$ cat src/rtl/core/pst_ram.sv
`timescale 1ns / 1ps
`default_nettype none
module pst_ram #(
   parameter int unsigned WIDTH = 8,
   parameter int unsigned DEPTH = 256
) (
   input  logic                     clock,
   input  logic                     wr_en,
   input  logic [$clog2(DEPTH)-1:0] wr_addr,
   input  logic [WIDTH-1:0]         wr_data,
   input  logic                     rd_en,
   input  logic [$clog2(DEPTH)-1:0] rd_addr,
   output logic [WIDTH-1:0]         rd_data
);
   logic [WIDTH-1:0] mem [DEPTH];

   always_ff @(posedge clock) begin
      if (wr_en) begin
         mem[wr_addr] <= wr_data;
      end
      if (rd_en) begin
         rd_data <= mem[rd_addr];
      end
   end
endmodule
`default_nettype wire

$ cat config.mk
export PLATFORM = sky130hd
export DESIGN_NAME = pst_ram
export DESIGN_NICKNAME = d
export VERILOG_FILES = /design/src/rtl/core/pst_ram.sv
export SDC_FILE = /design/constraint.sdc
export NUM_CORES = 2
export LEC_CHECK = 0
export ABC_CLOCK_PERIOD_IN_PS = 5670
export BUFFER_PORTS_ARGS = -buffer_cell sky130_fd_sc_hd__buf_2
export CAP_MARGIN = 20
export CELL_PAD_IN_SITES_DETAIL_PLACEMENT = 2
export CELL_PAD_IN_SITES_GLOBAL_PLACEMENT = 2
export CORE_ASPECT_RATIO = 1.2
export CORE_MARGIN = 5
export CORE_UTILIZATION = 55
export DETAILED_ROUTE_END_ITERATION = 6
export GPL_TIMING_DRIVEN = 0
export PLACE_DENSITY = 0.95
export SETUP_SLACK_MARGIN = 0.2
export SYNTH_ARGS = -nofsm -noshare
export SYNTH_HDL_FRONTEND = slang
export SYNTH_SLANG_ARGS = --single-unit
$ cat constraint.sdc
create_clock -name clock -period 5.67 [get_ports clock]
set_input_delay 0 -clock clock [delete_from_list [all_inputs] [get_ports clock]]
set_output_delay 0 -clock clock [all_outputs]
set_load 0.005 [all_outputs]
==> results by group, run 1 <==
Floorplanning
  • Initial Util: between 50% and 60%
  • I/O pin cnt: 35
  • FP Rows: between 150 and 200
  • Die Y: roughly 430 um
  • Die Wd: roughly 360 um

Outcome
  • Outcome: aborted with a tool error
  • Stop stage: detailed placement (3_5_place_dp)
  • Tool error: [ERROR DPL-0033] detailed placement checks failed during check placement.

Place
  • IO Port Bufs: 27
  • Hpwl dp: around 230 mm
  • RePlAce Congestion: 0.960

Logic synthesis
  • Sequential area share after synthesis: about 78%
  • Synth Instances: around 3700
  • Main synth FF type: edfxtp_1
  • Syn nets: 3760
  • Synth unique cells: 54
  • Syn avg cell area: roughly 21 um2
  • #FFs+latches synth: between 2000 and 2500
  • EDFF count, synth: ~2000
  • Syn Std Cell Area: between 0.07 and 0.08 mm2
  • Synth warnings: 0
  • Synth async-reset ratio: 0%
## stage by stage
step              setup WS, ps  hold slack, ps  std cells  instance area, um2
floorplan                 3590            98.9       3733               79600
global placement           598             404       5697               82200
## cell families after synthesis
group | share of synthesized area, %
DFF | 77.5
AOI/OAI and AO/OA | 3.42
muxes | 14.6
buffers and inverters | 1.83
and+or+nand+nor | 2.63
## cell usage after synthesis, types with 3 or more instances
| cell type | n | share of area (%) |
|---|---|---|
| o21ai_0 | 10 | 0.063 |
| o22a_1 | 5 | 0.055 |
| a221oi_1 | 13 | 0.14 |
| o211ai_1 | 10 | 0.094 |
| buf_12 | 8 | 0.20 |
| nor4_1 | 24 | 0.19 |
| nor2b_1 | 31 | 0.24 |
| nand2b_1 | 8 | 0.063 |
| nor4_2 | 3 | 0.047 |
| mux2i_1 | 134 | 1.7 |
| clkbuf_1 | 111 | 0.52 |
| o22ai_1 | 28 | 0.22 |
| buf_4 | 27 | 0.25 |
| nor3_1 | 22 | 0.14 |
| mux4_2 | 454 | 13 |
| a22oi_1 | 133 | 1.3 |
| nor2_1 | 282 | 1.3 |
| buf_2 | 31 | 0.19 |
| buf_1 | 22 | 0.10 |
| nand2_1 | 33 | 0.16 |
| buf_8 | 13 | 0.25 |
| a22o_1 | 8 | 0.088 |
| nand4_1 | 10 | 0.079 |
| o221ai_1 | 46 | 0.51 |
| o32ai_1 | 4 | 0.044 |
| or2_2 | 4 | 0.031 |
| edfxtp_1 | 2056 | 78 |
| buf_6 | 21 | 0.30 |
| a21oi_1 | 96 | 0.60 |
| a211oi_1 | 16 | 0.15 |
| nand3_1 | 34 | 0.21 |
| and2_1 | 6 | 0.047 |
==> inputs of run 2 (changes only) <==
Settings changed: CELL_PAD_IN_SITES_DETAIL_PLACEMENT 2 to unset, CELL_PAD_IN_SITES_GLOBAL_PLACEMENT 2 to unset, CORE_ASPECT_RATIO 1.2 to unset, CORE_UTILIZATION 55 to 40, PLACE_DENSITY 0.95 to unset, PLACE_DENSITY_LB_ADDON set to 0.15, SETUP_SLACK_MARGIN 0.2 to unset.
==> run 2 against run 1 <==
The run now ends clean. Area after synthesis unchanged. Synthesized cell count did not move.
==> results by group, run 2 <==
Logic synthesis
  • Main synth FF type: edfxtp_1
  • XOR/XNOR share of the synthesized area: 0% (unchanged)
  • Most numerous cell in the Yosys netlist: edfxtp_1
  • Syn avg cell area: 21.3 um2 (unchanged)
  • Synth unique cells: 54 (unchanged)
  • #FFs+latches synth: 2056 (unchanged)
  • Post-Synth Adder-Cell Area: 0% (unchanged)
  • Synth Area in Simple Gates: 2.63% (unchanged)
  • Synth warnings: 0 (unchanged)
  • EDFF count, synth: 2056 (unchanged)
  • Synth async-reset ratio: 0% (unchanged)
  • Largest area contributor in the netlist: edfxtp_1
  • Largest family of logic cells by synthesized area: multiplexers
  • Yosys top cell area share: 77.5% (unchanged)
  • Compound-Gate Fraction of Synth Area: 3.42% (unchanged)
  • Syn nets: 3760 (unchanged)
  • Post-synthesis mux area share: 14.6% (unchanged)
  • Dominant cells by area after synthesis: edfxtp_1, mux4_2, mux2i_1, nor2_1, a22oi_1
  • Syn Std Cell Area: 0.0796 mm2 (unchanged)
  • Post-synth top cells: edfxtp_1, mux4_2, nor2_1, mux2i_1, a22oi_1
  • Synth Instances: 3733 (unchanged)
  • Sequential area share after synthesis: 77.5% (unchanged)

Worst setup path
  • Worst path top cell family by delay: buffers and inverters
  • R2R Path Start: mem[83][3]
  • Worst setup path endpoint: rd_data[3]
  • Reg2reg end: rd_data[3]
  • Worst setup EP type: flop
  • Worst EP required: 6170 ps
  • CP Class: input pin to flop
  • Critical-path maximum fanout: 10
  • Reg-to-reg setup timing slack: approximately 2000 ps
  • Max incr delay on CP: 960 ps
  • Crit path max-delay cell type: clkbuf_1
  • Setup crit start kind: input pin
  • Worst Setup SP: rd_addr[2]
  • CP Data Arrival Time: ~4700 ps
  • CP Cell Sequence: buf_2 > buf_2 > and2_1 > buf_1 > clkbuf_1 > a22oi_1 > a21oi_1 > nor4_1 > nor4_2
  • CP dominant cell by count: buf_2
  • Worst Reg-to-Reg Cells: 6
  • Worst Path Buf+Inv: 4
  • Worst path depth: 9

Flow run
  • Maxcap violations: 0

Floorplanning
  • Die Y: 456 um (+6.9%)
  • Die footprint: between 0.2 and 0.25 mm2
  • Core ar.: roughly 0.20 mm2
  • Die Wd: 456 um (+28%)
  • Initial Util: 40.3% (-15 points)
  • FP Rows: 163 (+6.5%)
  • I/O pin cnt: 35 (unchanged)

STA
  • Final Max Slew Viols: 0
  • Clock skew: 27.8 ps
  • Final min period: roughly 4200 ps
  • Worst-margin pin slew: 1370 ps
  • # setup viols final: 0
  • RSZ-0062 raised after global routing: no
  • Min Hold Slack: 151 ps
  • Fin crit share: 74.4%
  • Hold Vio Cnt, Final: 0
  • Rel. slew slack: roughly 9%
  • Final WS setup: roughly 1500 ps
  • Max Freq: 237 MHz
  • Total negative slack: 0 ps

Finish
  • Layout area overhead: 13.9%
  • Non-Filler Instances: roughly 7000
  • Largest register by flop count: mem
  • Commonest cells after routing, fill and taps aside: edfxtp_1, mux4_2, nor2_1
  • Commonest non-fill, non-tap cell in the layout: edfxtp_1
  • Final Util: 45.9%
  • Max reg flops: slightly above 2000
  • Layout cell share with drive strength beyond 1: between 20% and 30%
  • Largest registers: mem (2048), rd_data (8)
  • Final Instance Area: between 0.09 and 0.1 mm2
  • Final nets: roughly 4100

Clock network
  • CTS HTree Levels: 4
  • Num CTS Buffers: 210
  • Clock buffer depth: 3
  • CTS sink cnt: around 2000
  • Root Driver: clkbuf_16
  • Clock-pin slew on the worst setup and hold paths: around 60 ps
  • CTS tree: done
  • Clock Latency Late Sink: between 800 and 900 ps
  • # Post-CTS Setup Buffers: 0
  • # resized after CTS: 0

Drt
  • Total number of vias: 41300
  • Vias per Instance: 6.03
  • WL/cell: roughly 38 um
  • Residual DRC count: 0
  • Length of the first detailed-routing pass in iterations: 6
  • DR iter-0 viols: between 5000 and 6000
  • DRT Wirelength: between 200 and 300 mm
  • Post-route ant nets: 0

Pwr
  • Share of power burned in registers: between 50% and 60%
  • Gate power share: between 5 and 6%
  • PwrDens: 356 mW/mm2
  • Peak supply drop: 0.272 mV
  • Clock group share of total power: 42.3%
  • Pleak: around 28 nW
  • Int Power: about 25 mW
  • Sw Ratio: between 20% and 30%
  • P_sw: 7.24 mW
  • Tot Pwr: between 30 and 40 mW

Global route
  • Total GRT Usage: 24.4%
  • Global route overflow: 0
  • Vias in the first global route: between 40000 and 50000
  • Antenna violations before repair: 7
  • Largest net degree at the start of global routing: between 100 and 150
  • First-pass GRT wire length: around 350 mm

Place
  • Placed Area: 0.0839 mm2
  • RePlAce Congestion: 0.876 (-8.8%)
  • Hpwl dp: 173 mm (-25%)
  • IO Port Bufs: 27 (unchanged)
  • Worst slack at placement: around 710 ps
  • Cells after DPL: approximately 6400

Outcome
  • Outcome: complete, no violations

Hold path
  • Worst min-delay path category: input pin to flop
-- run 2: cell counts after synthesis --
Identical to the previous run, type by type.
-- run 2: metal layers --
layer  wire (um)  track usage (%)  vias up
li1            -                -    16300
met3       21900             5.39      372
met2      121000             38.0     2079
met1      107000             34.5    22500
met5           0                0        -
met4        8930             7.91        0
-- run 2: area by class of cell --
class                           instances  area [um2]
Clock buffer                          257        5520
Multi-Input combinational cell       1442       16400
Clock inverter                        131        1160
Timing Repair Buffer                   82        1030
Fill cell                           16500      107000
Tap cell                             2640        3300
Sequential cell                      2056       61700
Antenna cell                            6        15.0
Buffer                                233        1480
Inverter                                2        7.51
-- run 2: power by group through the flow --
stage | logic (mW) | clock network, mW | registers [mW]
2_1_floorplan | 0.814 | 0 | 17.1
5_1_grt | 1.92 | 14.4 | 16.8
4_1_cts | 1.87 | 13.8 | 16.8
3_3_place_gp | 1.78 | 0 | 17.2
3_5_place_dp | 1.86 | 0 | 17.1
6_report | 1.88 | 13.7 | 16.8
-- run 2: worst register-to-register path, delay by kind of cell, from the launching register on --
kind / cells / cell delay, ps
AO/OA/AOI/OAI: 3 / 1790
AND/OR/NAND/NOR: 2 / 740
multiplexers: 1 / 500
flip-flops: 1 / 350
-- run 2: cells by family after synthesis --
family / count (synthesis)
flip-flops: 2056
AND/OR/NAND/NOR: 466
buffers and inverters: 235
AO/OA/AOI/OAI: 385
multiplexers: 591
-- run 2: worst min path at each step --
stage,startpoint,to,slack (ps),depth (start not counted)
floorplan,wr_data[0],mem[0][0],100,0
global placement,rd_data[4],rd_data[4],400,1
detailed placement,wr_data[5],mem[150][5],210,1
CTS,wr_addr[2],mem[157][6],70,3
global route,rd_en,rd_data[4],130,2
finish,rd_en,rd_data[3],150,2
-- run 2: repair_timing --
action,4_1_cts,5_1_grt
endpoints found under the hold margin,1030,0
endpoints found under the setup margin,0,0
hold buffers,10,0
No activity file was read; power rests on OpenSTA's default activity.
