**src/rtl/core/pst_pkg.sv**
```systemverilog
`timescale 1ns / 1ps
`default_nettype none
package pst_pkg;

   localparam int unsigned DEF_MAX_PARTICLES = 256;
   localparam int unsigned DEF_SINE_ENTRIES  = 1024;

   localparam int unsigned KIND_W  = 2;
   localparam int unsigned INDEX_W = 8;
   localparam int unsigned POS_W   = 19;
   localparam int unsigned HEAD_W  = 16;
   localparam int unsigned NCNT_W  = 8;
   localparam int unsigned STEP_W  = 32;
   localparam int unsigned COORD_W = 18;
   localparam int unsigned SIZE_W  = 19;
   localparam int unsigned TRIG_W  = 17;
   localparam int unsigned MODV_W  = 21;

   localparam int unsigned CSR_ADDR_W = 5;
   localparam int unsigned CSR_DATA_W = 32;

   localparam logic [KIND_W-1:0] KIND_WRITE = 2'd0;
   localparam logic [KIND_W-1:0] KIND_STEP  = 2'd1;
   localparam logic [KIND_W-1:0] KIND_READ  = 2'd2;

   localparam logic [2:0] REG_PCOUNT = 3'd0;
   localparam logic [2:0] REG_FWIDTH = 3'd1;
   localparam logic [2:0] REG_FHEIGHT = 3'd2;
   localparam logic [2:0] REG_RADIUS = 3'd3;
   localparam logic [2:0] REG_SPEED  = 3'd4;
   localparam logic [2:0] REG_BTURN  = 3'd5;
   localparam logic [2:0] REG_NTURN  = 3'd6;

   typedef enum logic [4:0] {
      S_CLEAR, S_IDLE,
      S_WMODX, S_WMODXW, S_WMODY, S_WMODYW,
      S_PRD, S_PDAT,
      S_OWN_RD, S_OWN_DAT, S_TRIG_C, S_TRIG_W,
      S_J_RD, S_J_DAT, S_J_MUL, S_J_EVAL,
      S_DISP, S_MODX, S_MODXW, S_MODY, S_MODYW,
      S_WB, S_RESP
   } state_type;

   // whole pixels clamped to 1..1024, then scaled to position units
   function automatic logic [SIZE_W-1:0] torus_size(input logic [10:0] pix);
      logic [10:0] c;
      begin
         c = pix;
         if (pix == 11'd0) c = 11'd1;
         if (pix > 11'd1024) c = 11'd1024;
         torus_size = {c, 8'd0};
      end
   endfunction

endpackage
`default_nettype wire

```
**src/rtl/core/pst_sine.sv**
```systemverilog
`timescale 1ns / 1ps
`default_nettype none
module pst_sine (
   input  logic                          clock,
   input  logic                          reset,
   input  logic                          in_valid,
   input  logic                          in_tag,
   input  logic [pst_pkg::HEAD_W-1:0]    angle,
   output logic                          out_valid,
   output logic                          out_tag,
   output logic signed [pst_pkg::TRIG_W-1:0] value
);
   import pst_pkg::*;

   logic [1:0]  q;
   logic [13:0] r;
   logic [14:0] z;
   logic [29:0] zz;
   logic [31:0] m1, m2, m3;
   logic [15:0] t3;

   logic [3:0]  v_ff;
   logic [3:0]  tag_ff;
   logic [3:0]  neg_ff;
   logic [14:0] z1_ff, z2a_ff, z_2_ff, z2b_ff, z_3_ff;
   logic [13:0] t1_ff;
   logic [14:0] t2_ff;

   always_comb begin
      q  = angle[15:14];
      r  = angle[13:0];
      z  = q[0] ? 15'(15'd16384 - {1'b0, r}) : {1'b0, r};
      zz = z * z;
      m1 = 32'd1160 * 32'(z2a_ff);
      m2 = 32'(t1_ff) * 32'(z2b_ff);
      m3 = 32'(t2_ff) * 32'(z_3_ff);
      t3 = 16'(m3 >> 14);
   end

   always_ff @(posedge clock) begin
      if (reset) begin
         v_ff <= '0;
      end else begin
         v_ff <= {v_ff[2:0], in_valid};
      end
      tag_ff <= {tag_ff[2:0], in_tag};
      neg_ff <= {neg_ff[2:0], q[1]};
      z1_ff  <= z;
      z2a_ff <= 15'(zz >> 14);
      t1_ff  <= 14'(32'd10512 - (m1 >> 14));
      z2b_ff <= z2a_ff;
      z_2_ff <= z1_ff;
      t2_ff  <= 15'(32'd25736 - (m2 >> 14));
      z_3_ff <= z_2_ff;
      value  <= neg_ff[2] ? -$signed({1'b0, t3}) : $signed({1'b0, t3});
   end

   assign out_valid = v_ff[3];
   assign out_tag   = tag_ff[3];
endmodule
`default_nettype wire

```
**config.mk**
```make
export PLATFORM = sky130hd
export DESIGN_NAME = pst_sine
export DESIGN_NICKNAME = d
export VERILOG_FILES = /design/src/rtl/core/pst_pkg.sv /design/src/rtl/core/pst_sine.sv
export SDC_FILE = /design/constraint.sdc
export NUM_CORES = 1
export LEC_CHECK = 0
export BUFFER_PORTS_ARGS = -buffer_cell sky130_fd_sc_hd__buf_4
export CORE_UTILIZATION = 55
export CTS_CLUSTER_SIZE = 20
export DETAILED_ROUTE_END_ITERATION = 16
export GPL_ROUTABILITY_DRIVEN = 0
export PLACE_DENSITY = 0.83
export SLEW_MARGIN = 15
export SYNTH_ARGS = -nofsm -noshare
export SYNTH_HDL_FRONTEND = slang
export SYNTH_SLANG_ARGS = --single-unit
```
**constraint.sdc**
```tcl
create_clock -name clock -period 10.16 [get_ports clock]
set_clock_uncertainty 0.05 [all_clocks]
set_input_delay 1.524 -clock clock [delete_from_list [all_inputs] [get_ports clock]]
set_output_delay 1.524 -clock clock [all_outputs]
set_load 0.005 [all_outputs]
```
# [Yosys cells after proc, flatten, opt, wreduce, memory -nomap -nowiden]
# Index checks and enable logic that the tools add are counted.
[totals] regBits=132 inputBits=20 out_inout_bits=19 elab_cells=22
[op_classes] add_sub_neg=4 multipliers=4 mux=2
[ops] op="15-bit by 15-bit multiplier with 30-bit output" n=1
[ops] op="14-bit by 15-bit multiplier with 29-bit output" n=1
[ops] op="15-bit by 15-bit multiplier with 29-bit output" n=1
[ops] op="8-bit by 15-bit multiplier with 23-bit output (first input constant)" n=1
[ops] op="16-bit negation with 17-bit output" n=1
[ops] op="16-bit 2-to-1 mux" n=1
[ops] op="15-bit 2-to-1 mux" n=1
[ops] op="15-bit by 14-bit subtractor with 15-bit output (first input constant)" n=1
[ops] op="15-bit subtractor (first input constant)" n=1
[ops] op="14-bit by 12-bit subtractor with 14-bit output (first input constant)" n=1

# [Depth between registers and ports, before layout]
[depth] ltp_word=3 depth_mapped=33 depth_no_buf=32

# [Worst setup path before layout]
# OpenSTA, ideal clock, no wires.
[synth_timing] path_kind="in2reg" start="in angle[0] (netlist name)" end="reg z2a_ff[14]" setup_time_ns=0.121 t_arrival_ns=8.980 t_required_ns=9.989 setup_slack_ns=1.009 path_stages=33 path_buffers=1 cell_sequence="clkbuf_1 -> inv_1 -> ha_1 -> nand2_1 -> or3_1 -> or4_1 -> o21ai_0 -> xor2_1 -> clkinv_1 -> nand2_1 -> inv_1 -> fa_1 -> inv_1 -> fa_1 -> inv_1 -> fa_1 -> fa_1 -> fa_1 -> inv_1 -> fa_1 -> inv_1 -> ha_1 -> nand2_1 -> or2_2 -> o221ai_1 -> a21oi_1 -> nor2b_1 -> o21ai_1 -> a31o_2 -> nor2b_1 -> a221o_1 -> a21oi_1 -> xnor2_1"
[synth_between] elab_chain_cells=3
[synth_lines] item="start: declaration" line_no="pst_sine.sv:8" text="input logic [pst_pkg::HEAD_W-1:0] angle,"
[synth_lines] item="15-bit by 14-bit subtractor with 15-bit output" line_no="pst_sine.sv:32" text="z = q[0] ? 15'(15'd16384 - {1'b0, r}) : {1'b0, r};"
[synth_lines] item="15-bit 2-to-1 mux *" line_no="pst_sine.sv:32"
[synth_lines] item="15-bit by 15-bit multiplier with 29-bit output *" line_no="pst_sine.sv:33" text="zz = z * z;"
[synth_lines] item="named net zz[28]" line_no="pst_sine.sv:18" text="logic [29:0] zz;"
[synth_lines] item="end signal: assignment" line_no="pst_sine.sv:49" text="z2a_ff <= 15'(zz >> 14);"
[synth_lines] item="end: declaration" line_no="pst_sine.sv:25" text="logic [14:0] z1_ff, z2a_ff, z_2_ff, z2b_ff, z_3_ff;"
# The timed path passes the listed nets; every way through them passes the cells marked *.
# A chain may end at the register's enable or synchronous reset.

# [Final worst setup path]
# Ends and elaborated chain as after synthesis.

==> impl_metrics.csv <==
group,metric,value,unit
critical_path,end_kind,"flop",
logic_synthesis,synth_edf_count,0,
cts,htree_levels,4,
logic_synthesis,synth.area.top_cells,"fa_1 37%, ha_1 16%, dfxtp_1 11%",
cts,clk_latency,0.45,ns
critical_path,path_class,"input port to flop",
critical_path,max_stage_delay,0.53,ns
grt,grt_use_total,24.4,%
critical_path,arrival,9.75,ns
place,port_buffers,38,
cts,cts_root_buf,"clkbuf_16",
floorplanning,num_rows,77,
floorplanning,die_w,214,um
min_path,min_path_type,"flop to flop",
floorplanning,initial_utilization,55.9,%
finish,seqCellArea,0.00264,mm^2
critical_path,path_max_fanout,11,
route,via_per_inst,5.43,
floorplanning,fp.coreArea,0.0443,mm^2
cts,tritoncts,"done",
cts,cts_buffer_depth,2,
logic_synthesis,synth.distinct_cells,81,
finish,multi_input_area,0.0195,mm^2
logic_synthesis,synth_top_area_share,37.2,%
timing,rsz0062_at_grt,"false",
flow_run,maxCapViolations,0,
logic_synthesis,synth_top_cell_by_area,"fa_1",
place,dp_hpwl,44.3,mm
timing,fmax,106,MHz
critical_path,slowest_stage,"fa_1",
timing,hold_violations,0,
cts,numCtsBuffers,17,
logic_synthesis,synth-main-ff-cell,"dfxtp_1",
finish,nets,3500,
finish,drive_gt1_share,3.91,%
floorplanning,fp.dieH,214,um
cts,cts_hold_buffers,0,
timing,slew_violations,0,
cts,cts_setup_buffers,0,
floorplanning,ios,39,
grt,grt_pass1_wl,92.0,mm
route,wl_per_cell,16.2,um
route,initialDrtViolationCount,1045,
run_status,status,"completed",
timing,tns,0,ns
timing,min_period,9.47,ns
logic_synthesis,ys_seq_elements,132,
cts,post_cts_resized,0,
route,drt-pass1-iter-count,7,
finish,area_delta_synth_final,5.74,%
grt,grt_max_degree,17,
critical_path,worstSetupStartpointType,"input port",
timing,min_period_over_period,93.2,%
finish,fillers,3597,
finish,diodes,0,
logic_synthesis,post-synth-top-count-cell,"inv_1",
timing,setup_viol,0,
logic_synthesis,yosys_warnings,0,
logic_synthesis,async_flop_share,0,%
cts,clk_pin_slew,0.06,ns
floorplanning,fp.dieArea,0.0459,mm^2
logic_synthesis,syn_area_per_cell,9.14,um^2
grt,grt_pass1_vias,20000,
route,vias,17900,
grt,grt_overflow,0,
logic_synthesis,ys_seq_area_share,10.7,%
timing,relSlewSlack,46.2,%
cts,clock_sinks,132,
logic_synthesis,synth_top_cells_by_count,"606 x inv_1, 460 x fa_1, 339 x nand2_1",
route,postRouteAntennaNets,0,
route,routed_wirelength,53.5,mm
grt,antenna_found_initial,0,
logic_synthesis,postSynthCellCount,2708,
timing,worstMarginPinSlew,0.805,ns
route,drc,0,
critical_path,required,10.43,ns
logic_synthesis,syn-cell-area,0.0248,mm^2
==> cell families (layout without fill, tap and decap cells) <==
family | Yosys count | after routing | synth area share [%]
adders and majority gates | 780 | 780 | 53.4
and+or+nand+nor | 760 | 760 | 14.9
buffers and inverters | 692 | 690 | 10.6
AOI/OAI and AO/OA | 229 | 229 | 6.40
DFF | 132 | 132 | 10.7
xor gates and xnor gates | 106 | 106 | 3.78
muxes | 7 | 7 | 0.293
other | 2 | 9 | 0.0303
==> per-stage QoR <==
stage	util, %	hold WS, ns	cells	worst slack, ns	cell area, um^2
global placement	57.7	0.260	3273	0.642	25600
detailed placement	57.7	0.262	3273	0.342	25600
finish	59.1	0.276	3305	0.687	26200
floorplan	-	0.260	2715	1.01	24800
CTS	59.1	0.276	3305	0.726	26200
global route	59.1	0.282	3305	0.183	26200
==> layer usage <==
metal  GRT usage, %  vias to the layer above  share of wire [%]
met5              0                        -                  0
met3           4.45                      160                6.9
met1           28.1                     8918                 38
met4           9.05                        0                2.9
met2           45.0                      639                 52
li1               -                     8228                  -
==> final timing paths <==
path,startpoint,endpoint,slack (ns),cells after the start
hold reg to reg,z_2_ff[2]$_DFF_P_,z_3_ff[2]$_DFF_P_,0.28,0
hold / removal,z_2_ff[2]$_DFF_P_,z_3_ff[2]$_DFF_P_,0.28,0
setup reg to reg,t2_ff[14]$_DFF_P_,value[16]$_SDFF_PN0_,2.84,22
setup / recovery,angle[0],z2a_ff[14]$_DFF_P_,0.69,34
==> registers in the layout (all words and copies together) (netlist names) <==
register  flops
value        17
t2_ff        15
z1_ff        15
z2a_ff       15
z2b_ff       15
z_2_ff       15
z_3_ff       15
t1_ff        14
tag_ff        4
v_ff          4
neg_ff        3
==> cell type report <==
class / count / area share (%)
Tap cell: 592 / 2.83
Inverter: 611 / 8.76
Multi-Input combinational cell: 1891 / 74.6
Sequential cell: 132 / 10.1
Timing Repair Buffer: 47 / 1.35
Clock inverter: 14 / 0.736
Clock buffer: 18 / 1.64
==> critical path, delay by kind of cell <==
kind / cells / cell delay [ns]
buffers and inverters: 9 / 1.11
AOI/OAI and AO/OA: 7 / 1.31
adders and majority gates: 8 / 3.49
xor gates and xnor gates: 2 / 0.28
and+or+nand+nor: 8 / 1.99
==> layout by cell type (no fill, tap or decap), drive strengths merged, types with 13 or more instances in the layout <==
cell,Yosys,layout
and2,230,230
xnor2,73,73
a21oi,60,60
fa,460,460
nand2,339,339
buf,10,47
ha,320,320
a211oi,16,16
xor2,33,33
nor2,88,88
nand3,23,23
o211ai,13,13
a21o,19,19
a31oi,14,14
o21ai,38,38
clkbuf,71,18
inv,606,612
dfxtp,132,132
Power is not shown: default switching activity piles up to over one toggle a cycle in this logic, so the estimate is an artifact.
