<file path="config.mk">
export PLATFORM = sky130hd
export DESIGN_NAME = pst_mod
export DESIGN_NICKNAME = d
export VERILOG_FILES = /design/src/rtl/core/pst_pkg.sv /design/src/rtl/core/pst_mod.sv
export SDC_FILE = /design/constraint.sdc
export NUM_CORES = 1
export LEC_CHECK = 0
export BUFFER_PORTS_ARGS = -buffer_cell sky130_fd_sc_hd__buf_4
export CAP_MARGIN = 0
export CELL_PAD_IN_SITES_DETAIL_PLACEMENT = 1
export CELL_PAD_IN_SITES_GLOBAL_PLACEMENT = 2
export CORE_AREA = 2 2 121 123
export CTS_BUF_LIST = sky130_fd_sc_hd__clkbuf_8
export DETAILED_ROUTE_END_ITERATION = 6
export DIE_AREA = 0 0 123 125
export PLACE_DENSITY_LB_ADDON = 0.1
export SYNTH_ARGS = -nofsm -noshare
export SYNTH_HDL_FRONTEND = slang
export SYNTH_SLANG_ARGS = --single-unit
export TNS_END_PERCENT = 50
</file>
<file path="constraint.sdc">
create_clock -name clock -period 9.5 [get_ports clock]
set_input_delay 1.9 -clock clock [delete_from_list [all_inputs] [get_ports clock]]
set_output_delay 1.9 -clock clock [all_outputs]
set_load 0.02 [all_outputs]
</file>
<file path="src/rtl/core/pst_pkg.sv">
`timescale 1ns / 1ps
`default_nettype none
package pst_pkg;

   localparam int unsigned DEF_MAX_PARTICLES = 256;
   localparam int unsigned DEF_SINE_ENTRIES  = 1024;

   localparam int unsigned KIND_W  = 2;
   localparam int unsigned INDEX_W = 8;
   localparam int unsigned POS_W   = 19;
   localparam int unsigned HEAD_W  = 16;
   localparam int unsigned NCNT_W  = 8;
   localparam int unsigned STEP_W  = 32;
   localparam int unsigned COORD_W = 18;
   localparam int unsigned SIZE_W  = 19;
   localparam int unsigned TRIG_W  = 17;
   localparam int unsigned MODV_W  = 21;

   localparam int unsigned CSR_ADDR_W = 5;
   localparam int unsigned CSR_DATA_W = 32;

   localparam logic [KIND_W-1:0] KIND_WRITE = 2'd0;
   localparam logic [KIND_W-1:0] KIND_STEP  = 2'd1;
   localparam logic [KIND_W-1:0] KIND_READ  = 2'd2;

   localparam logic [2:0] REG_PCOUNT = 3'd0;
   localparam logic [2:0] REG_FWIDTH = 3'd1;
   localparam logic [2:0] REG_FHEIGHT = 3'd2;
   localparam logic [2:0] REG_RADIUS = 3'd3;
   localparam logic [2:0] REG_SPEED  = 3'd4;
   localparam logic [2:0] REG_BTURN  = 3'd5;
   localparam logic [2:0] REG_NTURN  = 3'd6;

   typedef enum logic [4:0] {
      S_CLEAR, S_IDLE,
      S_WMODX, S_WMODXW, S_WMODY, S_WMODYW,
      S_PRD, S_PDAT,
      S_OWN_RD, S_OWN_DAT, S_TRIG_C, S_TRIG_W,
      S_J_RD, S_J_DAT, S_J_MUL, S_J_EVAL,
      S_DISP, S_MODX, S_MODXW, S_MODY, S_MODYW,
      S_WB, S_RESP
   } state_type;

   // whole pixels clamped to 1..1024, then scaled to position units
   function automatic logic [SIZE_W-1:0] torus_size(input logic [10:0] pix);
      logic [10:0] c;
      begin
         c = pix;
         if (pix == 11'd0) c = 11'd1;
         if (pix > 11'd1024) c = 11'd1024;
         torus_size = {c, 8'd0};
      end
   endfunction

endpackage
`default_nettype wire

</file>
<file path="src/rtl/core/pst_mod.sv">
`timescale 1ns / 1ps
`default_nettype none
module pst_mod (
   input  logic                                clock,
   input  logic                                reset,
   input  logic                                start,
   input  logic signed [pst_pkg::MODV_W-1:0]   value,
   input  logic [pst_pkg::SIZE_W-1:0]          modulus,
   output logic                                done,
   output logic [pst_pkg::COORD_W-1:0]         result
);
   import pst_pkg::*;

   logic              busy_ff;
   logic [4:0]        cnt_ff;
   logic              neg_ff;
   logic [MODV_W-1:0] mag_ff;
   logic [19:0]       rem_ff;
   logic [SIZE_W-1:0] mod_ff;
   logic [19:0]       rem_shift, rem_step;

   always_comb begin
      rem_shift = {rem_ff[18:0], mag_ff[MODV_W-1]};
      rem_step  = (rem_shift >= {1'b0, mod_ff}) ? rem_shift - {1'b0, mod_ff} : rem_shift;
   end

   // restoring remainder, one bit per cycle, then sign fix-up
   always_ff @(posedge clock) begin
      if (reset) begin
         busy_ff <= 1'b0;
         done    <= 1'b0;
      end else begin
         done <= 1'b0;
         if (start) begin
            busy_ff <= 1'b1;
            cnt_ff  <= 5'(MODV_W);
            neg_ff  <= value[MODV_W-1];
            mag_ff  <= value[MODV_W-1] ? MODV_W'(-value) : MODV_W'(value);
            rem_ff  <= '0;
            mod_ff  <= modulus;
         end else if (busy_ff) begin
            if (cnt_ff != 5'd0) begin
               rem_ff <= rem_step;
               mag_ff <= {mag_ff[MODV_W-2:0], 1'b0};
               cnt_ff <= cnt_ff - 5'd1;
            end else begin
               result  <= (neg_ff && rem_ff != 20'd0) ? COORD_W'({1'b0, mod_ff} - rem_ff)
                                                        : COORD_W'(rem_ff);
               done    <= 1'b1;
               busy_ff <= 1'b0;
            end
         end
      end
   end
endmodule
`default_nettype wire
</file>
**Word-level counts from Yosys, hierarchy flattened**

Cells that the tools add are included.

- Add/sub/neg operators: 4
- $lt $le $gt $ge: 1
- Multiplexer cells: 14
- Bitwise gates (word level): 4
- Reduce and logical (&&, ||, !) cells: 9

Operator list:

| operator | count |
|---|---|
| $mux 21 | 4 |
| $mux 20 | 3 |
| $neg 21->21 | 1 |
| $ge 20x19->1 | 1 |
| $reduce_bool 20->1 | 1 |
| $sub 20x19->20 | 1 |
| $mux 18 | 1 |
| $sub 18x18->18 | 1 |
| $mux 5 | 2 |
| $reduce_bool 5->1 | 1 |
| $sub 5x1->5 const B | 1 |
| $mux 1 | 4 |
| $not 1->1 | 4 |
| $reduce_and 4->1 | 1 |
| $reduce_bool 2->1 | 2 |
| $reduce_and 3->1 | 1 |
| $reduce_or 3->1 | 1 |
| $reduce_and 2->1 | 1 |
| $logic_and 1x1->1 | 1 |

- Register bits: 86
- Output and inout port bits: 19

**Depth between registers and ports, before layout**

Gate-level depths: netlist of run 1.

- Depth after elaboration: 4
- Gate-level depth with buffers: 12

**Worst setup path after synthesis of run 1**

No wires, ideal clock.

- Path kind: input to register
- Start point: in start
- End point: reg cnt_ff[0], enable pin
- Setup time: 0.450 ns
- Arrival: 4.496 ns
- Data required time: 9.050 ns
- Slack: 4.554 ns
- Stages: 4
- Cells stage by stage: clkbuf_1 clkbuf_1 a21oi_1 nor2_1

- Longest elaborated chain between the ends: 2

RTL lines:

| item | line | text |
|---|---|---|
| start: declaration | pst_mod.sv:6 | `input logic start,` |
| $reduce_bool 2->1 (no line) | -- |  |
| $reduce_and 3->1 (no line) * | -- |  |
| end signal: assignment | pst_mod.sv:36 | `cnt_ff <= 5'(MODV_W);` |
| end signal: assignment | pst_mod.sv:45 | `cnt_ff <= cnt_ff - 5'd1;` |
| end: declaration | pst_mod.sv:15 | `logic [4:0] cnt_ff;` |

Mark *: on every way between the ends. The rest lies on a longest branch, timed or not.
A chain may end at the register's enable or synchronous reset.

**Final worst setup path of run 1**

- Start point: in value[3] (netlist name)
- End point: reg mag_ff[18] (data pin)

- Longest elaborated chain between the ends: 3

RTL lines:

| item | line | text |
|---|---|---|
| start: declaration | pst_mod.sv:7 | `input logic signed [pst_pkg::MODV_W-1:0] value,` |
| $neg 21->21 | pst_mod.sv:38 | `mag_ff <= value[MODV_W-1] ? MODV_W'(-value) : MODV_W'(value);` |
| $mux 21 | pst_mod.sv:38 |  |
| $mux 21 | pst_mod.sv:34 | `if (start) begin` |
| end signal: assignment | pst_mod.sv:38 |  |
| end signal: assignment | pst_mod.sv:44 | `mag_ff <= {mag_ff[MODV_W-2:0], 1'b0};` |
| end: declaration | pst_mod.sv:17 | `logic [MODV_W-1:0] mag_ff;` |

Every way passes these cells.

==> impl_metrics.ini, run 1 <==
[run]
maxCapViolations = 0

[power_and_ir_drop]
power.density_mw_per_mm2 = 162.3
p_comb_share_pct = 29.6
switchingPower_uw = 349.1
switching_share_pct = 32.23
internal_power_uw = 734.2
seq_power_share_pct = 43.9
clock_power_share_pct = 26.5
ir_drop_uv = 56.71
p_leak_nw = 2.652

[routing]
wl_um = 14860
first_pass_iters = 4
routedWlPerCell_um = 17.62
drtAntennaViolNets = 0
vias = 4578
drc = 0
dr.first_iter.drc_count = 239
drt-vias-per-instance = 5.431

[placed_design]
hpwl_um = 11300
globalplace.congestion = 0.8354
place_area_sq_mm = 0.006464
port_buffers = 61

[floorplanning]
core_sq_mm = 0.01420
start_util_pct = 40.71
ios = 62
die_w_um = 123
die_h_um = 125
die_area_sq_mm = 0.01538
fp-row-count = 44

[sta]
final-setup-viol-count = 0
rsz0062_at_grt = no
min_period_ps = 3679
hold_viol = 0
fmax_mhz = 271.8
tightest_slew_ps = 662.9
relSlewSlack_pct = 55.80
fin_worst_skew_ps = 7.882
slew_viol_final = 0
holdWs_ps = 507.3
period_share_pct = 38.73
tns_ps = 0

[min_path]
hold_path_class = reg2reg
hold_depth = 1
hold_path_end = done
hold_start = busy_ff

[critical_path]
cp_slowest_cell = or4_4
slowest_delay_ps = 520
rrSetupSlack_ps = 6000
rr_worst_depth = 10
start_kind = input port
crit_chain = buf_4, or3_4, or4_4, or3_4, o41ai_2, xor2_1, a21oi_1
required_ps = 9600
worst-setup-path-type = in2reg
path_max_fanout = 4
cp_common_cell = or3_4
timing.rr.start = rem_ff[0]
end_kind = register
r2r_end = rem_ff[11]
worstPathArrival_ps = 3780

[yosys]
synth_enable_flop_cells = 84
syn-cell-area_sq_mm = 0.005782
synth_ff_type = edfxtp_1
async_reset_ff_share_pct = 0
syn_inst = 594
yosys.cell_types.count = 59
synth.net_count = 677
yosys_warnings = 0
avgSynthCellArea_sq_um = 9.734
seq_area_frac_synth_pct = 44.32
yosys_register_bits = 86

[grt]
grt_start_max_net_pins = 65
grt_pass1_vias = 4835
grt_usage_pct = 20.59
antenna_found_initial = 0
grt_overflow = 0
grt_pass1_wl_um = 24830

[clock_tree]
numCtsBuffers = 9
cts_setup_buffers = 0
cts-root-buf = clkbuf_8
hold_buffers = 0
clk_pin_slew_ps = 90
cts_tree = built
htreeDepth = 3
clk_latency_ps = 370
cts.sinks = 86
ctsResizeCount = 0
cts.path.max_buffers = 2

[cells_and_area]
nNetsFinal = 737
diodes = 0
layout_commonest_cell = edfxtp_1
post-route-cell-area_sq_mm = 0.006676
layout-drive-gt1-share_pct = 16.08
final_cell_mix = edfxtp_1, buf_4, nor2_1, a21oi_1, inv_1
syn2layout_area_growth_pct = 15.47

[run_status]
status = completed
[registers in the layout, indices dropped and copies added (netlist names)]
signal / flops
cnt_ff: 5
rem_ff: 20
busy_ff: 1
mod_ff: 19
mag_ff: 21
result: 18
done: 1
neg_ff: 1
[stage by stage]
step | worst slack (ps) | total power [mW] | std cells | util, %
after floorplan | 4554 | 0.7123 | 594 | -
after global placement | 5449 | 0.7932 | 827 | 45.51
after detailed placement | 5419 | 0.8040 | 827 | 45.51
after CTS | 5824 | 1.095 | 843 | 47.00
after global routing | 5634 | 1.152 | 843 | 47.00
final | 5821 | 1.083 | 843 | 47.00
[cell type report]
type                            instances  area (sq um)
Clock buffer                            9         123.9
Clock inverter                          7         88.84
Fill cell                            1629          7527
Inverter                               51         191.4
Multi-Input combinational cell        440          2984
Sequential cell                        86          2562
Tap cell                              184         230.2
Timing Repair Buffer                   66         495.5
[worst max-delay path, delay by kind of cell]
kind	cells	cell delay [ps]
and+or+nand+nor	3	1260
xor gates and xnor gates	1	170
AOI/OAI and AO/OA	2	320
buffers and inverters	1	120
[cells in the mapped netlist (2+ instances only)]
cell,count,share of area [%]
a31oi_1,7,0.76
or2_2,5,0.54
o2111ai_1,2,0.30
a221oi_1,2,0.30
xnor2_1,21,3.2
or3_4,2,0.39
mux2_2,8,1.6
edfxtp_1,84,44
nand2_1,46,3.0
and2_1,3,0.32
o211ai_1,6,0.78
o31ai_1,4,0.52
fa_1,2,0.69
and3_1,2,0.22
o21ai_0,43,3.7
nor4_1,9,0.97
nand3b_1,3,0.39
mux2i_1,10,1.7
or3_1,6,0.65
dfxtp_1,2,0.69
nor2_1,55,3.6
nor4b_1,2,0.30
o221ai_1,2,0.30
nand3_1,7,0.61
inv_1,51,3.3
a21o_1,6,0.78
xor2_1,24,3.6
a211oi_1,8,1.0
nor2b_1,9,0.97
o21bai_1,2,0.26
a22o_1,2,0.30
nand4_1,5,0.54
a21oi_1,52,4.5
nor3_1,8,0.69
a21boi_0,2,0.26
o21ai_1,2,0.17
nand2b_1,11,1.2
o21a_1,8,1.0
a31o_2,2,0.30
ha_1,38,8.2
clkbuf_1,13,0.84
[worst max path at each step]
stage | start | endpoint | slack (ps)
floorplan | start | cnt_ff[0] | 4550
global placement | value[3] | mag_ff[18] | 5450
detailed placement | value[3] | mag_ff[18] | 5420
CTS | value[3] | mag_ff[18] | 5820
global route | value[3] | mag_ff[19] | 5630
finish | value[3] | mag_ff[18] | 5820
[logic make-up (layout without fill, tap and decap cells)]
family | Yosys count | in the layout | synth area share [%]
AO/OA/AOI/OAI | 158 | 158 | 16.75
XOR/XNOR | 45 | 45 | 6.817
flip-flops | 86 | 86 | 44.32
buffers and inverters | 68 | 133 | 4.631
adder cells (fa/ha/maj) | 40 | 40 | 8.916
multiplexers | 18 | 18 | 3.289
AND/OR/NAND/NOR | 179 | 179 | 15.28
[metal layers]
layer  vias to the layer above  routed length (um)  track usage [%]
met5                         -                   0                0
met4                         0                 286            7.754
met2                        79                7030            32.95
li1                       2270                   -                -
met1                      2211                7043            28.23
met3                        18                 496            2.874
[power groups by stage]
stage          Combinational (mW)  Clock (mW)  Sequential [mW]
3_5_place_dp                0.320           0            0.484
2_1_floorplan               0.238           0            0.474
3_3_place_gp                0.310           0            0.483
4_1_cts                     0.322       0.298            0.475
6_report                    0.321       0.288            0.475
5_1_grt                     0.362       0.311            0.479
No activity file was read; power rests on OpenSTA's default activity.
==> run 2: changes to the inputs <==
- CORE_AREA: 2 2 121 123 -> 2 2 132 134
- DIE_AREA: 0 0 123 125 -> 0 0 134 136
- clock period: 9.5 -> 3.3 ns (I/O delays scaled with it)
==> run 2 against run 1 <==
Against the previous run:
- critical path depth grew 3
- sequential cell count is the same
- clock power grew to 2.8 times the previous value
- non-clock buffer count grew 25
- first-iteration DRC count shrank 21%
- sequential power grew to 2.8 times the previous value
==> impl_metrics.ini, run 2 (synthesis results as in run 1) <==
[run_status]
status = completed

[floorplanning]
ios = 62
die_w_um = 134
die_h_um = 136
die_area_sq_mm = 0.01822
start_util_pct = 34.26
fp-row-count = 48
core_sq_mm = 0.01688

[cells_and_area]
diodes = 0
post-route-cell-area_sq_mm = 0.006914
fin_util_pct = 40.97
multi_input_area_sq_mm = 0.002990
final.fill_count = 1945
instances_no_fill = 909
layout-drive-gt1-share_pct = 19.44
layout_commonest_cell = buf_4
final_cell_mix = buf_4, edfxtp_1, nor2_1, a21oi_1, inv_1
nNetsFinal = 762
seqCellArea_sq_mm = 0.002562
syn2layout_area_growth_pct = 19.58
top_regs = mag_ff x21, rem_ff x20, mod_ff x19
largest_reg_flops = 21
top_register = mag_ff

[critical_path]
worstPathArrival_ps = 3200
crit_end = rem_ff[11]
slowest_delay_ps = 460
critPathLaunch = mod_ff[0]
rrSetupSlack_ps = 340
worst-setup-path-type = reg2reg
path_max_fanout = 5
cp_common_cell = a21oi_1
required_ps = 3530
end_kind = register
start_kind = register
cp_slowest_cell = or3b_2
timing.rr.start = mod_ff[0]
rr_worst_depth = 10
r2r_end = rem_ff[11]
crit_chain = ha_1, fa_1, nand2b_1, a21oi_1, o21ai_1, o221ai_2, a211oi_4, buf_4, or3b_2, a21oi_1

[grt]
grt_pass1_wl_um = 25000
antenna_found_initial = 0
grt_start_max_net_pins = 49
grt_usage_pct = 17.70
grt_overflow = 0
grt_pass1_vias = 4836

[sta]
period_share_pct = 89.84
slew_viol_final = 0
relSlewSlack_pct = 57.98
rsz0062_at_grt = no
fmax_mhz = 337.3
final-setup-viol-count = 0
hold_viol = 0
fin_worst_skew_ps = 20.99
min_period_ps = 2965
tightest_slew_ps = 630.4

[power_and_ir_drop]
ir_drop_uv = 184.1
seq_power_share_pct = 42.9
p_total_mw = 3.148
p_leak_nw = 2.773
power.density_mw_per_mm2 = 455.3
clock_power_share_pct = 25.3
switching_share_pct = 33.45
switchingPower_mw = 1.053
internal_power_mw = 2.095
p_comb_share_pct = 31.9

[placed_design]
dp_cells = 890
place_area_sq_mm = 0.006680
hpwl_um = 12270
globalplace.congestion = 0.8470
port_buffers = 61

[routing]
dr.first_iter.drc_count = 190
drtAntennaViolNets = 0
drc = 0
routedWlPerCell_um = 17.17
vias = 4647
first_pass_iters = 6
drt-vias-per-instance = 5.112
wl_um = 15600

[clock_tree]
cts.path.max_buffers = 2
clk_latency_ps = 390
numCtsBuffers = 9
cts_tree = built
hold_buffers = 0
clk_pin_slew_ps = 110
cts-root-buf = clkbuf_8
cts.sinks = 86
htreeDepth = 3

[run]
maxCapViolations = 0

[min_path]
hold_path_class = in2reg
run 2: cell count changes in the layout (fill, tap and decap cells not counted):
cell,before,now
clkinvlp_4,2,1
clkinv_2,2,0
buf_4,66,91
o221ai_2,0,1
clkinv_4,0,3
clkinv_1,1,0
o221ai_1,2,1
inv_6,0,2
bufinv_16,2,1
run 2: worst min path at each step:
stage                from        end  slack (ps)  cells after the start
3_5_place_dp      busy_ff       done         480                      1
3_3_place_gp      busy_ff       done         480                      1
2_1_floorplan     busy_ff       done         470                      1
4_1_cts        modulus[1]  mod_ff[1]         420                      1
6_report       modulus[1]  mod_ff[1]         440                      1
5_1_grt        modulus[0]  mod_ff[0]         410                      1
run 2: cell type report:
cell class | instances | share of cell area, %
multi-input cells | 440 | 43.25
flip-flops and latches | 86 | 37.06
repair buffers | 91 | 9.881
well taps | 225 | 4.072
inverters | 51 | 2.769
clock buffers | 9 | 1.792
clock inverters | 7 | 1.176
run 2: routing by layer:
| layer | track usage, % | wire [um] |
|---|---|---|
| met5 | 0 | 0 |
| met1 | 23.19 | 7504 |
| met2 | 29.54 | 7401 |
| met3 | 2.386 | 400 |
| met4 | 7.270 | 296 |
run 2: critical path, delay by kind of cell, from the launching register on:
kind,cells,cell delay (ps)
buf+inv,1,180
fa+ha+maj,2,650
compound gates,5,920
simple gates,2,640
flops,1,420
run 2: power groups by stage:
stage / sequential (mW) / clock [mW] / combinational, mW
after floorplan: 1.36 / 0 / 0.685
after global placement: 1.37 / 0 / 0.975
after detailed placement: 1.38 / 0 / 0.991
after CTS: 1.35 / 0.830 / 0.995
after global routing: 1.36 / 0.873 / 1.12
final: 1.35 / 0.795 / 1.00
run 2: repair_timing:
| item | 4_1_cts | 5_1_grt |
|---|---|---|
| buffers inserted | 0 | 3 |
| setup endpoints to repair | 0 | 12 |
| gates resized for setup | 0 | 1 |
run 2: per-stage QoR:
step	setup TNS [ps]	setup slack [ps]	hold slack (ps)
2_1_floorplan	-4541	-252.3	466.9
3_3_place_gp	0	212.7	481.1
3_5_place_dp	0	51.86	485.0
4_1_cts	0	18.07	415.3
5_1_grt	0	109.6	414.6
6_report	0	335.4	438.6
==> run 3: changes to the inputs <==
- PLACE_DENSITY: not set -> 0.88
- PLACE_DENSITY_LB_ADDON: 0.1 -> not set
==> run 3 against run 2 <==
Against the previous run:
- non-clock buffer count down 10
- highest routed layer unchanged
- largest power group unchanged
- via count down 0.45%
- setup slack worse by 22 ps
- critical endpoint is now rem_ff[5]
- clock-buffer cell count unchanged
- critical path type unchanged
==> impl_metrics.ini, run 3 (synthesis results as in run 1) <==
[placed_design]
dp_cells = 883
hpwl_um = 11650
port_buffers = 61
globalplace.congestion = 0.8990

[clock_tree]
cts_tree = built
numCtsBuffers = 9
htreeDepth = 3
ctsResizeCount = 0
clk_pin_slew_ps = 90
cts_setup_buffers = 0
hold_buffers = 0
cts.sinks = 86
clk_latency_ps = 380
cts.path.max_buffers = 2
cts-root-buf = clkbuf_8

[routing]
routedWlPerCell_um = 16.51
drc = 0
first_pass_iters = 4
dr.first_iter.drc_count = 142
drtAntennaViolNets = 0
drt-vias-per-instance = 5.146
vias = 4626
wl_um = 14840

[grt]
grt_start_max_net_pins = 39
grt_pass1_wl_um = 24310
antenna_found_initial = 0
grt_usage_pct = 17.14
grt_pass1_vias = 4867
grt_overflow = 0

[cells_and_area]
layout-drive-gt1-share_pct = 17.95
syn2layout_area_growth_pct = 18.94
diodes = 0
final_cell_mix = edfxtp_1, buf_4, nor2_1, a21oi_1, inv_1
nNetsFinal = 752
top_register = mag_ff
fin_util_pct = 40.75
top_regs = mag_ff x21, rem_ff x20, mod_ff x19
layout_commonest_cell = edfxtp_1
largest_reg_flops = 21
instances_no_fill = 899

[critical_path]
path_max_fanout = 14
crit_chain = ha_1, nand2b_1, a21oi_1, o21ai_1, o221ai_1, buf_4, a211oi_4, buf_4, mux2i_1, nor2_1
cp_common_cell = buf_4
worst-setup-path-type = reg2reg
end_kind = register
start_kind = register
rrSetupSlack_ps = 310
worstPathArrival_ps = 3110
slowest_delay_ps = 490
required_ps = 3430
cp_slowest_cell = edfxtp_1
path_delay_family = compound AO/OA/AOI/OAI gates
critical_path_buf_inv_count = 2

[sta]
rsz0062_at_grt = no
slew_viol_final = 0
final-setup-viol-count = 0
fin_worst_skew_ps = 13.08
period_share_pct = 90.50
tightest_slew_ps = 702.1
hold_viol = 0
fmax_mhz = 334.9
relSlewSlack_pct = 53.08
tns_ps = 0
min_period_ps = 2986

[run_status]
status = completed

[floorplanning]
core_sq_mm = 0.01688
die_w_um = 134
start_util_pct = 34.26
fp-row-count = 48
die_area_sq_mm = 0.01822
die_h_um = 136
ios = 62

[power_and_ir_drop]
power.density_mw_per_mm2 = 469.1
p_leak_nw = 2.747
p_total_mw = 3.226
ir_drop_uv = 254.5

[min_path]
hold_path_class = in2reg

[run]
maxCapViolations = 0
[run 3: cell count changes in the layout (fill, tap and decap cells not counted)]
cell,previous run,this run
o221ai_2,1,0
clkinv_2,0,2
clkinvlp_4,1,0
o221ai_1,1,2
buf_4,91,80
clkinv_1,0,1
buf_12,0,1
inv_6,2,0
bufinv_16,1,3
clkinv_4,3,1
[run 3: worst paths after layout]
path / start / endpoint / cells past startpoint
worst max-delay path: rem_ff[1] / rem_ff[5] / 10
worst min-delay path: modulus[3] / mod_ff[3] / 1
worst max register to register: rem_ff[1] / rem_ff[5] / 10
worst min register to register: busy_ff / done / 1
[run 3: through the flow]
stage	area, sq um	setup WS [ps]	hold WS, ps
2_1_floorplan	5784	-252.3	466.9
3_3_place_gp	6640	405.3	486.8
3_5_place_dp	6640	299.8	489.1
4_1_cts	6877	292.0	422.7
5_1_grt	6877	103.9	428.9
6_report	6877	313.6	447.6
[run 3: cell type report]
type	count	area, sq um
flip-flops and latches	86	2562
clock inverters	7	112.6
multi-input cells	440	2984
well taps	225	281.5
clock buffers	9	123.9
inverters	51	191.4
fillers	1936	10000
repair buffers	81	620.6
[run 3: routing by layer]
metal	global-route usage [%]	wire [um]	vias to the layer above
met5	0	0	-
met4	4.965	244	0
met3	4.064	619	19
met2	30.06	7265	82
met1	21.02	6711	2225
li1	-	-	2300
[run 3: power by group]
| group | switching (mW) | total (mW) | internal (mW) |
|---|---|---|---|
| logic | 0.558 | 0.974 | 0.416 |
| clock network | 0.400 | 0.899 | 0.499 |
| registers | 0.0491 | 1.35 | 1.30 |
| total | 1.01 | 3.23 | 2.22 |
